## config.mk

```make
export PLATFORM = sky130hd
export DESIGN_NAME = rle_bilevel_run_decoder_unit
export DESIGN_NICKNAME = d
export VERILOG_FILES = /design/src/rtl/rlebd_pkg.sv /design/src/rtl/rlebd_front.sv /design/src/rtl/rlebd_queue.sv /design/src/rtl/rlebd_back.sv /design/src/rtl/rle_bilevel_run_decoder_unit.sv
export SDC_FILE = /design/constraint.sdc
export NUM_CORES = 1
export LEC_CHECK = 0
export BUFFER_PORTS_ARGS = -buffer_cell sky130_fd_sc_hd__buf_2
export CAP_MARGIN = 20
export CORE_ASPECT_RATIO = 1.4
export CORE_MARGIN = 5
export CORE_UTILIZATION = 40
export DETAILED_ROUTE_END_ITERATION = 8
export GPL_TIMING_DRIVEN = 0
export PLACE_DENSITY_LB_ADDON = 0.05
export SYNTH_ARGS = -nofsm -noshare
export SYNTH_HDL_FRONTEND = slang
export SYNTH_HIERARCHICAL = 1
export SYNTH_SLANG_ARGS = --single-unit
```

## constraint.sdc

```tcl
create_clock -name clk -period 20.9 [get_ports clk]
set_clock_uncertainty 0.1 [all_clocks]
set_input_delay 6.27 -clock clk [delete_from_list [all_inputs] [get_ports clk]]
set_output_delay 6.27 -clock clk [all_outputs]
set_load 0.005 [all_outputs]
```

## src/rtl/rlebd_pkg.sv

```systemverilog
// Shared types and constants for the bilevel run-length decoder.
// Used by the front, queue, back and top-level modules; depends on nothing.
package rlebd_pkg;

  localparam int CFG_ADDR_BITS = 2;

  // Configuration register indexes.
  localparam logic [CFG_ADDR_BITS-1:0] REG_ORIGIN_X     = 2'd0;
  localparam logic [CFG_ADDR_BITS-1:0] REG_ORIGIN_Y     = 2'd1;
  localparam logic [CFG_ADDR_BITS-1:0] REG_IMAGE_WIDTH  = 2'd2;
  localparam logic [CFG_ADDR_BITS-1:0] REG_IMAGE_HEIGHT = 2'd3;

  // Input item kinds carried in tuser.
  localparam logic ACT_START  = 1'b0;
  localparam logic ACT_SYMBOL = 1'b1;

  // Colors.
  localparam logic COLOR_WHITE = 1'b0;

  // Status of the descriptor queue as seen by its two sides.
  typedef struct packed {
    logic full;
    logic empty;
  } rlebd_qstat_t;

endpackage

```

## src/rtl/rlebd_front.sv

```systemverilog
// Front end of the decoder: accepts input items, keeps the run state and
// produces one run descriptor per emitted run. Depends on rlebd_pkg.
module rlebd_front
  import rlebd_pkg::*;
#(
  parameter int SYMBOL_BITS = 4,
  parameter int COORD_BITS  = 10
) (
  input  logic                       clk,
  input  logic                       rst_n,
  input  logic                       in_valid,
  output logic                       in_ready,
  input  logic                       in_action,
  input  logic [SYMBOL_BITS-1:0]     in_symbol,
  input  logic [COORD_BITS-1:0]      image_width,
  input  logic [COORD_BITS-1:0]      image_height,
  input  rlebd_qstat_t               qstat,
  output logic                       q_push,
  output logic [4*COORD_BITS+1:0]    q_data
);

  localparam int OFF_W = 2 * COORD_BITS;
  localparam int MUL_W = OFF_W + SYMBOL_BITS + 1;
  localparam logic [SYMBOL_BITS-1:0] SEP_CODE = {SYMBOL_BITS{1'b1}};

  typedef enum logic [2:0] {F_IDLE, F_SIZE, F_ACC, F_EVAL, F_PUSH} fstate_t;

  fstate_t                state_r;
  logic                   action_r;
  logic [SYMBOL_BITS-1:0] sym_r;
  logic [OFF_W-1:0]       size_r;
  logic [OFF_W-1:0]       off_r;
  logic [OFF_W-1:0]       acc_r;
  logic                   color_r;
  logic                   done_r;
  logic [OFF_W-1:0]       d_off_r;
  logic [OFF_W-1:0]       d_len_r;
  logic                   d_color_r;
  logic                   d_last_r;

  logic [MUL_W-1:0] acc_mul;
  logic [OFF_W-1:0] acc_clamp;
  logic [OFF_W:0]   total;
  logic             total_hit;

  // acc * (2^SYMBOL_BITS - 1) + digit, as a shift and a subtract.
  assign acc_mul   = (MUL_W'(acc_r) << SYMBOL_BITS) - MUL_W'(acc_r) + MUL_W'(sym_r);
  assign acc_clamp = (acc_mul > MUL_W'(size_r)) ? size_r : acc_mul[OFF_W-1:0];
  assign total     = {1'b0, off_r} + {1'b0, acc_r};
  assign total_hit = total >= {1'b0, size_r};

  assign in_ready = (state_r == F_IDLE);
  assign q_push   = (state_r == F_PUSH) && !qstat.full;
  assign q_data   = {d_last_r, d_color_r, d_len_r, d_off_r};

  always_ff @(posedge clk) begin
    // The image size follows the registers through size_r; F_SIZE lets it settle.
    size_r <= OFF_W'(image_width * image_height);
    if (!rst_n) begin
      state_r <= F_IDLE;
      off_r   <= '0;
      acc_r   <= '0;
      color_r <= COLOR_WHITE;
      done_r  <= 1'b1;
    end else begin
      case (state_r)
        F_IDLE: begin
          if (in_valid) begin
            action_r <= in_action;
            sym_r    <= in_symbol;
            state_r  <= F_SIZE;
          end
        end
        F_SIZE: begin
          state_r <= F_ACC;
        end
        F_ACC: begin
          if (action_r == ACT_START) begin
            off_r   <= '0;
            acc_r   <= '0;
            color_r <= COLOR_WHITE;
            if (size_r == '0) begin
              // Empty image: a single zero-length final run.
              done_r    <= 1'b1;
              d_off_r   <= '0;
              d_len_r   <= '0;
              d_color_r <= COLOR_WHITE;
              d_last_r  <= 1'b1;
              state_r   <= F_PUSH;
            end else begin
              done_r  <= 1'b0;
              state_r <= F_IDLE;
            end
          end else if (done_r) begin
            state_r <= F_IDLE;
          end else if (off_r >= size_r) begin
            // The image shrank under the current offset.
            done_r    <= 1'b1;
            d_off_r   <= off_r;
            d_len_r   <= '0;
            d_color_r <= color_r;
            d_last_r  <= 1'b1;
            state_r   <= F_PUSH;
          end else begin
            if (sym_r != SEP_CODE) begin
              acc_r <= acc_clamp;
            end
            state_r <= F_EVAL;
          end
        end
        F_EVAL: begin
          if (total_hit) begin
            done_r    <= 1'b1;
            d_off_r   <= off_r;
            d_len_r   <= size_r - off_r;
            d_color_r <= color_r;
            d_last_r  <= 1'b1;
            state_r   <= F_PUSH;
          end else if (sym_r == SEP_CODE) begin
            d_off_r   <= off_r;
            d_len_r   <= acc_r;
            d_color_r <= color_r;
            d_last_r  <= 1'b0;
            off_r     <= total[OFF_W-1:0];
            acc_r     <= '0;
            color_r   <= ~color_r;
            state_r   <= F_PUSH;
          end else begin
            state_r <= F_IDLE;
          end
        end
        F_PUSH: begin
          if (!qstat.full) begin
            state_r <= F_IDLE;
          end
        end
        default: begin
          state_r <= F_IDLE;
        end
      endcase
    end
  end

endmodule

```

## src/rtl/rlebd_queue.sv

```systemverilog
// Small first-in first-out queue of run descriptors between front and back.
// Depends on rlebd_pkg for the status struct.
module rlebd_queue
  import rlebd_pkg::*;
#(
  parameter int WIDTH = 42,
  parameter int DEPTH = 2
) (
  input  logic             clk,
  input  logic             rst_n,
  input  logic             push,
  input  logic [WIDTH-1:0] push_data,
  input  logic             pop,
  output logic [WIDTH-1:0] pop_data,
  output rlebd_qstat_t     qstat
);

  localparam int PTR_W = (DEPTH > 1) ? $clog2(DEPTH) : 1;
  localparam int CNT_W = $clog2(DEPTH + 1);

  logic [WIDTH-1:0] mem_r [DEPTH];
  logic [PTR_W-1:0] wr_ptr_r;
  logic [PTR_W-1:0] rd_ptr_r;
  logic [CNT_W-1:0] count_r;

  assign pop_data    = mem_r[rd_ptr_r];
  assign qstat.full  = (count_r == CNT_W'(DEPTH));
  assign qstat.empty = (count_r == '0);

  always_ff @(posedge clk) begin
    if (push) begin
      mem_r[wr_ptr_r] <= push_data;
    end
  end

  always_ff @(posedge clk) begin
    if (!rst_n) begin
      wr_ptr_r <= '0;
      rd_ptr_r <= '0;
      count_r  <= '0;
    end else begin
      if (push) begin
        wr_ptr_r <= (wr_ptr_r == PTR_W'(DEPTH - 1)) ? '0 : wr_ptr_r + 1'b1;
      end
      if (pop) begin
        rd_ptr_r <= (rd_ptr_r == PTR_W'(DEPTH - 1)) ? '0 : rd_ptr_r + 1'b1;
      end
      if (push && !pop) begin
        count_r <= count_r + 1'b1;
      end else if (pop && !push) begin
        count_r <= count_r - 1'b1;
      end
    end
  end

endmodule

```

## src/rtl/rlebd_back.sv

```systemverilog
// Back end of the decoder: takes run descriptors, divides the offset by the
// image width one bit per cycle and holds the result item. Uses rlebd_pkg.
module rlebd_back
  import rlebd_pkg::*;
#(
  parameter int COORD_BITS = 10
) (
  input  logic                     clk,
  input  logic                     rst_n,
  input  rlebd_qstat_t             qstat,
  input  logic [4*COORD_BITS+1:0]  q_data,
  output logic                     q_pop,
  input  logic [COORD_BITS-1:0]    origin_x,
  input  logic [COORD_BITS-1:0]    origin_y,
  input  logic [COORD_BITS-1:0]    image_width,
  output logic                     out_valid,
  input  logic                     out_ready,
  output logic [COORD_BITS:0]      out_col,
  output logic [COORD_BITS:0]      out_row,
  output logic [2*COORD_BITS-1:0]  out_off,
  output logic [2*COORD_BITS-1:0]  out_len,
  output logic                     out_color,
  output logic                     out_last
);

  localparam int OFF_W = 2 * COORD_BITS;
  localparam int CNT_W = $clog2(OFF_W + 1);

  typedef enum logic [1:0] {B_IDLE, B_DIV, B_OUT} bstate_t;

  bstate_t               state_r;
  logic [OFF_W-1:0]      off_r;
  logic [OFF_W-1:0]      len_r;
  logic                  color_r;
  logic                  last_r;
  logic [COORD_BITS-1:0] rem_r;
  logic [OFF_W-1:0]      quo_r;
  logic [CNT_W-1:0]      cnt_r;
  logic                  out_valid_r;

  logic [COORD_BITS:0]   trial;
  logic                  trial_ge;
  logic [COORD_BITS:0]   trial_sub;

  // Restoring division: bring down one dividend bit per cycle.
  assign trial     = {rem_r, quo_r[OFF_W-1]};
  assign trial_ge  = trial >= {1'b0, image_width};
  assign trial_sub = trial - {1'b0, image_width};

  assign q_pop     = (state_r == B_IDLE) && !qstat.empty;
  assign out_valid = out_valid_r;

  always_ff @(posedge clk) begin
    if (!rst_n) begin
      state_r     <= B_IDLE;
      out_valid_r <= 1'b0;
    end else begin
      if ((state_r == B_OUT) && (!out_valid_r || out_ready)) begin
        out_valid_r <= 1'b1;
      end else if (out_ready) begin
        out_valid_r <= 1'b0;
      end
      case (state_r)
        B_IDLE: begin
          if (!qstat.empty) begin
            off_r   <= q_data[OFF_W-1:0];
            len_r   <= q_data[2*OFF_W-1:OFF_W];
            color_r <= q_data[2*OFF_W];
            last_r  <= q_data[2*OFF_W+1];
            rem_r   <= '0;
            cnt_r   <= '0;
            if (image_width == '0) begin
              // Zero width places the run at the origin.
              quo_r   <= '0;
              state_r <= B_OUT;
            end else begin
              quo_r   <= q_data[OFF_W-1:0];
              state_r <= B_DIV;
            end
          end
        end
        B_DIV: begin
          rem_r <= trial_ge ? trial_sub[COORD_BITS-1:0] : trial[COORD_BITS-1:0];
          quo_r <= {quo_r[OFF_W-2:0], trial_ge};
          cnt_r <= cnt_r + 1'b1;
          if (cnt_r == CNT_W'(OFF_W - 1)) begin
            state_r <= B_OUT;
          end
        end
        B_OUT: begin
          if (!out_valid_r || out_ready) begin
            out_col     <= {1'b0, origin_x} + {1'b0, rem_r};
            out_row     <= {1'b0, origin_y} + quo_r[COORD_BITS:0];
            out_off     <= off_r;
            out_len     <= len_r;
            out_color   <= color_r;
            out_last    <= last_r;
            state_r     <= B_IDLE;
          end
        end
        default: begin
          state_r <= B_IDLE;
        end
      endcase
    end
  end

endmodule

```

## src/rtl/rle_bilevel_run_decoder_unit.sv

```systemverilog
// Top level of the bilevel run-length image decoder: configuration registers,
// front end, descriptor queue and back end. Depends on rlebd_pkg.
//
// Usage. The input stream carries one item per code: in_tuser[0] is the kind
// (0 starts a new image, 1 delivers a symbol) and in_tdata holds the symbol.
// The all-ones symbol closes the current run; any other symbol appends a
// digit to the run length. Each closed run leaves as one item on the out_
// stream with its start column, row, linear offset, length and color;
// out_tlast marks the run that completes the image. The user must write origin
// and size through the cfg_ write port only while no item is in flight; the
// decoder itself does not enforce this. Timing. The front end takes one item
// at a time and returns to idle before it accepts the next; a symbol that
// closes a run first pushes its descriptor. In the back end each run then goes
// through the bit-serial divide of the offset by the image width before its
// result is registered. A two-entry queue lets the front end keep taking items
// while the back end divides or while out_tready is low; when the queue is
// full and the front end has a run to push, in_tready stays low. A finished
// result waits in the output register until it is taken. Reset (rst_n low,
// synchronous) clears the configuration registers to zero and leaves the
// decoder idle: symbols are ignored until a start item.
module rle_bilevel_run_decoder_unit
  import rlebd_pkg::*;
#(
  parameter int SYMBOL_BITS = 4,
  parameter int COORD_BITS  = 10
) (
  input  logic                                    clk,
  input  logic                                    rst_n,
  input  logic                                    in_tvalid,
  output logic                                    in_tready,
  // in_tdata fields, lowest bit up: symbol
  input  logic [((SYMBOL_BITS+7)/8)*8-1:0]        in_tdata,
  // in_tuser fields, lowest bit up: action
  input  logic [0:0]                              in_tuser,
  output logic                                    out_tvalid,
  input  logic                                    out_tready,
  // out_tdata fields, lowest bit up: run_start_col, run_start_row,
  // run_offset, run_length, run_color
  output logic [((6*COORD_BITS+3+7)/8)*8-1:0]     out_tdata,
  output logic                                    out_tlast,
  input  logic                                    cfg_we,
  input  logic [CFG_ADDR_BITS-1:0]                cfg_addr,
  input  logic [COORD_BITS-1:0]                   cfg_wdata
);

  localparam int OFF_W    = 2 * COORD_BITS;
  localparam int DESC_W   = 2 * OFF_W + 2;
  localparam int OUT_W    = ((6 * COORD_BITS + 3 + 7) / 8) * 8;
  localparam int FIELDS_W = 6 * COORD_BITS + 3;
  localparam int Q_DEPTH  = 2;

  logic [COORD_BITS-1:0] origin_x_r;
  logic [COORD_BITS-1:0] origin_y_r;
  logic [COORD_BITS-1:0] width_r;
  logic [COORD_BITS-1:0] height_r;

  rlebd_qstat_t      qstat;
  logic              q_push;
  logic              q_pop;
  logic [DESC_W-1:0] q_wdata;
  logic [DESC_W-1:0] q_rdata;

  logic [COORD_BITS:0] col;
  logic [COORD_BITS:0] row;
  logic [OFF_W-1:0]    off;
  logic [OFF_W-1:0]    len;
  logic                color;

  always_ff @(posedge clk) begin
    if (!rst_n) begin
      origin_x_r <= '0;
      origin_y_r <= '0;
      width_r    <= '0;
      height_r   <= '0;
    end else if (cfg_we) begin
      case (cfg_addr)
        REG_ORIGIN_X:     origin_x_r <= cfg_wdata;
        REG_ORIGIN_Y:     origin_y_r <= cfg_wdata;
        REG_IMAGE_WIDTH:  width_r    <= cfg_wdata;
        REG_IMAGE_HEIGHT: height_r   <= cfg_wdata;
        default: begin
        end
      endcase
    end
  end

  rlebd_front #(
    .SYMBOL_BITS (SYMBOL_BITS),
    .COORD_BITS  (COORD_BITS)
  ) u_front (
    .clk          (clk),
    .rst_n        (rst_n),
    .in_valid     (in_tvalid),
    .in_ready     (in_tready),
    .in_action    (in_tuser[0]),
    .in_symbol    (in_tdata[SYMBOL_BITS-1:0]),
    .image_width  (width_r),
    .image_height (height_r),
    .qstat        (qstat),
    .q_push       (q_push),
    .q_data       (q_wdata)
  );

  rlebd_queue #(
    .WIDTH (DESC_W),
    .DEPTH (Q_DEPTH)
  ) u_queue (
    .clk       (clk),
    .rst_n     (rst_n),
    .push      (q_push),
    .push_data (q_wdata),
    .pop       (q_pop),
    .pop_data  (q_rdata),
    .qstat     (qstat)
  );

  rlebd_back #(
    .COORD_BITS (COORD_BITS)
  ) u_back (
    .clk         (clk),
    .rst_n       (rst_n),
    .qstat       (qstat),
    .q_data      (q_rdata),
    .q_pop       (q_pop),
    .origin_x    (origin_x_r),
    .origin_y    (origin_y_r),
    .image_width (width_r),
    .out_valid   (out_tvalid),
    .out_ready   (out_tready),
    .out_col     (col),
    .out_row     (row),
    .out_off     (off),
    .out_len     (len),
    .out_color   (color),
    .out_last    (out_tlast)
  );

  assign out_tdata = {{(OUT_W - FIELDS_W){1'b0}}, color, len, off, row, col};

  // The front end only pushes when the queue has room.
  a_no_overflow : assert property (@(posedge clk) disable iff (!rst_n)
    q_push |-> !qstat.full)
    else $error("descriptor pushed into a full queue");

  // The back end only pops a descriptor that is there.
  a_no_underflow : assert property (@(posedge clk) disable iff (!rst_n)
    q_pop |-> !qstat.empty)
    else $error("descriptor popped from an empty queue");

  // A new result's column lies within the image when the width is nonzero.
  a_col_in_image : assert property (@(posedge clk) disable iff (!rst_n)
    ($rose(out_tvalid) && (width_r != '0)) |->
      ((col - {1'b0, origin_x_r}) < {1'b0, width_r}))
    else $error("run start column outside the image");

endmodule

```

==> impl_metrics.env <==
export IMPL_dp_slack_ns=12.41
export IMPL_clockBufferDepth=3
export IMPL_power_leakage_uw=0.0102
export IMPL_yosys_register_bits=385
export IMPL_first_global_vias=16600
export IMPL_holdPathStages=0
export IMPL_drive_gt1_frac=0.114
export IMPL_rsz0062_at_grt="false"
export IMPL_cts_resized=0
export IMPL_syn_nets=2331
export IMPL_cts_made_buffers=40
export IMPL_clock_sinks=385
export IMPL_setup_viol=0
export IMPL_tns_ns=0
export IMPL_worst_slack_ns=12.81
export IMPL_syn2layout_area_growth_pct=12.6
export IMPL_p_total_uw=2060
export IMPL_ios=93
export IMPL_die_y_um=290
export IMPL_synth_top_family_by_area="adder cells"
export IMPL_grt_pass1_wl_mm=92.0
export IMPL_io_buffers=87
export IMPL_clk_root_buffer_cell="clkbuf_16"
export IMPL_cap_violations=0
export IMPL_hold_viol=0
export IMPL_start_kind="flop"
export IMPL_drc=0
export IMPL_grt_antenna_before_repair=0
export IMPL_final_common_cell="edfxtp_1"
export IMPL_drt_wl_total_mm=57.5
export IMPL_nFillCells=5285
export IMPL_syn_avg_cell_area_um2=11.0
export IMPL_cts_tree="built"
export IMPL_synthArstFlopShare=0
export IMPL_synthFlopType="edfxtp_1"
export IMPL_cts_hold_buffers_added=0
export IMPL_path_class="flop to output port"
export IMPL_ir_worst_vdd_mv=0.0499
export IMPL_worstPathArrival_ns=1.72
export IMPL_drtAntennaViolNets=0
export IMPL_hp_start="u_back/len_r[18]"
export IMPL_critical_path_max_fanout=10
export IMPL_dr_pass1_iters=5
export IMPL_track_usage=0.189
export IMPL_fin_crit_ns=8.09
export IMPL_slew_viol_final=0
export IMPL_htreeDepth=2
export IMPL_fin_nets=2467
export IMPL_antenna_cells=0
export IMPL_hp_class="flop to flop"
export IMPL_synth_compound_area_share=0.123
export IMPL_grt_overflow=0
export IMPL_synth_edf_count=272
export IMPL_ys_types=86
export IMPL_viasPerCell=5.32
export IMPL_max_slew_worst_pin_slew_ns=0.933
export IMPL_wl_per_cell_um=19.5
export IMPL_whs_endpoint="u_back/out_len[18]"
export IMPL_fmax_mhz=124
export IMPL_drt_iter0_drc=645
export IMPL_synthCells=2050
export IMPL_clock_latency_ns=0.56
export IMPL_place_gp_congestion=0.912
export IMPL_dp_cells=2872
export IMPL_endpoint_kind="output port"
export IMPL_timing_reg2reg_worst_path_depth=20
export IMPL_cp_required_ns=14.53
export IMPL_grt_max_degree=65
export IMPL_die_w_um=210
export IMPL_slew_headroom=0.378
export IMPL_synth_simple_area_share=0.129
export IMPL_clkTransAtPathRegs_ns=0.06
export IMPL_period_share=0.387
export IMPL_dp_hpwl_mm=45.3
export IMPL_reg2reg_to="u_front/off_r[0]"
export IMPL_powerDensity_mw_per_mm2=81.2
export IMPL_rows=102
export IMPL_die_area_mm2=0.0611
export IMPL_status="complete, no violations"
export IMPL_r2r_slack_ns=14.62
export IMPL_fin_cells=2944
export IMPL_synth_area_mm2=0.0225
export IMPL_route_vias_total=15700
export IMPL_synthMuxAreaShare=0.0422
export IMPL_ys_seq_area_frac=0.464
export IMPL_r2r_start="u_front/acc_r[0]"
export IMPL_start_util=0.405
export IMPL_holdWs_ns=0.314
export IMPL_coreArea_mm2=0.0555
export IMPL_ys_warn_count=6
export IMPL_final_cell_mix="272 x edfxtp_1, 210 x nand2_1, 188 x inv_1, 187 x ha_1, 113 x dfxtp_1"
export IMPL_synthXorXnorAreaFrac=0.0308
export IMPL_post_cts_buffers=0
export IMPL_synth_adder_area_share=0.165
-- flip-flops by register name (all words and copies together) (netlist names), 20 cells and up, named ones only --
register / flops
u_back/len_r: 20
u_back/off_r: 20
u_back/out_len: 20
u_back/out_off: 20
u_back/quo_r: 20
u_front/acc_r: 20
u_front/d_len_r: 20
u_front/d_off_r: 20
u_front/off_r: 20
u_front/size_r: 20
u_queue/mem_r: 84
-- worst max path at each step --
stage / from / end / cells after the start / slack, ns
after detailed placement: rst_n / u_front/d_off_r[17] / 7 / 12.41
final: u_front/state_r[0] / in_tready / 3 / 12.81
after global placement: rst_n / u_front/d_off_r[18] / 4 / 8.00
after global routing: u_front/state_r[0] / in_tready / 3 / 12.69
after floorplan: rst_n / u_front/d_color_r / 3 / 10.37
after CTS: u_front/state_r[0] / in_tready / 3 / 12.76
-- worst max-delay path, stage by stage, from the launching register on --
cell	delay, ns
dfxtp_1	0.33
clkbuf_1	0.27
nor3_1	0.38
buf_2	0.18
-- power by group --
part | total, uW | switching, uW | internal (uW)
Clock | 725 | 306 | 419
Combinational | 369 | 226 | 143
Sequential | 961 | 42.7 | 919
-- synth_stat cells (all sizes together) (5+ instances only) --
cell     instances  area share
a211oi          22      0.0089
a21boi           9      0.0030
a21o            34       0.011
a21oi           85       0.019
a22o            21      0.0082
a31oi            7      0.0019
a32o             5      0.0022
and2            57       0.016
and3             7      0.0019
buf             18      0.0052
clkbuf          58      0.0097
dfxtp          113        0.10
edfxtp         272        0.36
fa              68       0.061
ha             187        0.10
inv            188       0.031
mux2            45       0.023
mux2i           44       0.020
nand2          211       0.036
nand2b          17      0.0047
nand3           40      0.0089
nand4           45       0.013
nor2           112       0.019
nor2b           16      0.0045
nor3            31      0.0071
nor3b           10      0.0033
nor4            12      0.0033
o2111ai          6      0.0023
o211ai          19      0.0063
o21a            26      0.0087
o21ai           67       0.015
o21bai           6      0.0020
o221ai          16      0.0062
o2bb2ai         11      0.0043
o31ai            5      0.0029
or3             12      0.0033
xnor2           52       0.020
xor2            27       0.011
-- per-stage QoR --
step / utilization / instance area (um2)
CTS: 0.456 / 25300
finish: 0.456 / 25300
global route: 0.456 / 25300
detailed placement: 0.432 / 24000
floorplan: - / 22500
global placement: 0.429 / 23800
-- cells by family after synthesis --
| family | Yosys count |
|---|---|
| simple gates | 593 |
| compound gates | 384 |
| flops | 385 |
| other cells | 1 |
| fa+ha+maj | 255 |
| buf+inv | 264 |
| xor+xnor | 79 |
| mux | 89 |
-- area by class of cell --
cell class	count	area [um2]	share of cell area
sequential	385	10400	0.412
tap	728	911	0.0360
timing repair buffer	94	566	0.0223
clock inverter	27	308	0.0122
buffer	76	334	0.0132
inverter	188	706	0.0279
clock buffer	45	1020	0.0403
multi-input combinational	1401	11000	0.436
-- layer usage --
metal	vias to the layer above	GRT usage	part of all wire
li1	7656	-	-
met1	7645	0.231	0.42
met2	273	0.346	0.51
met3	94	0.0217	0.032
met4	0	0.0611	0.034
met5	-	0	0
(Power assumes the default switching activity.)
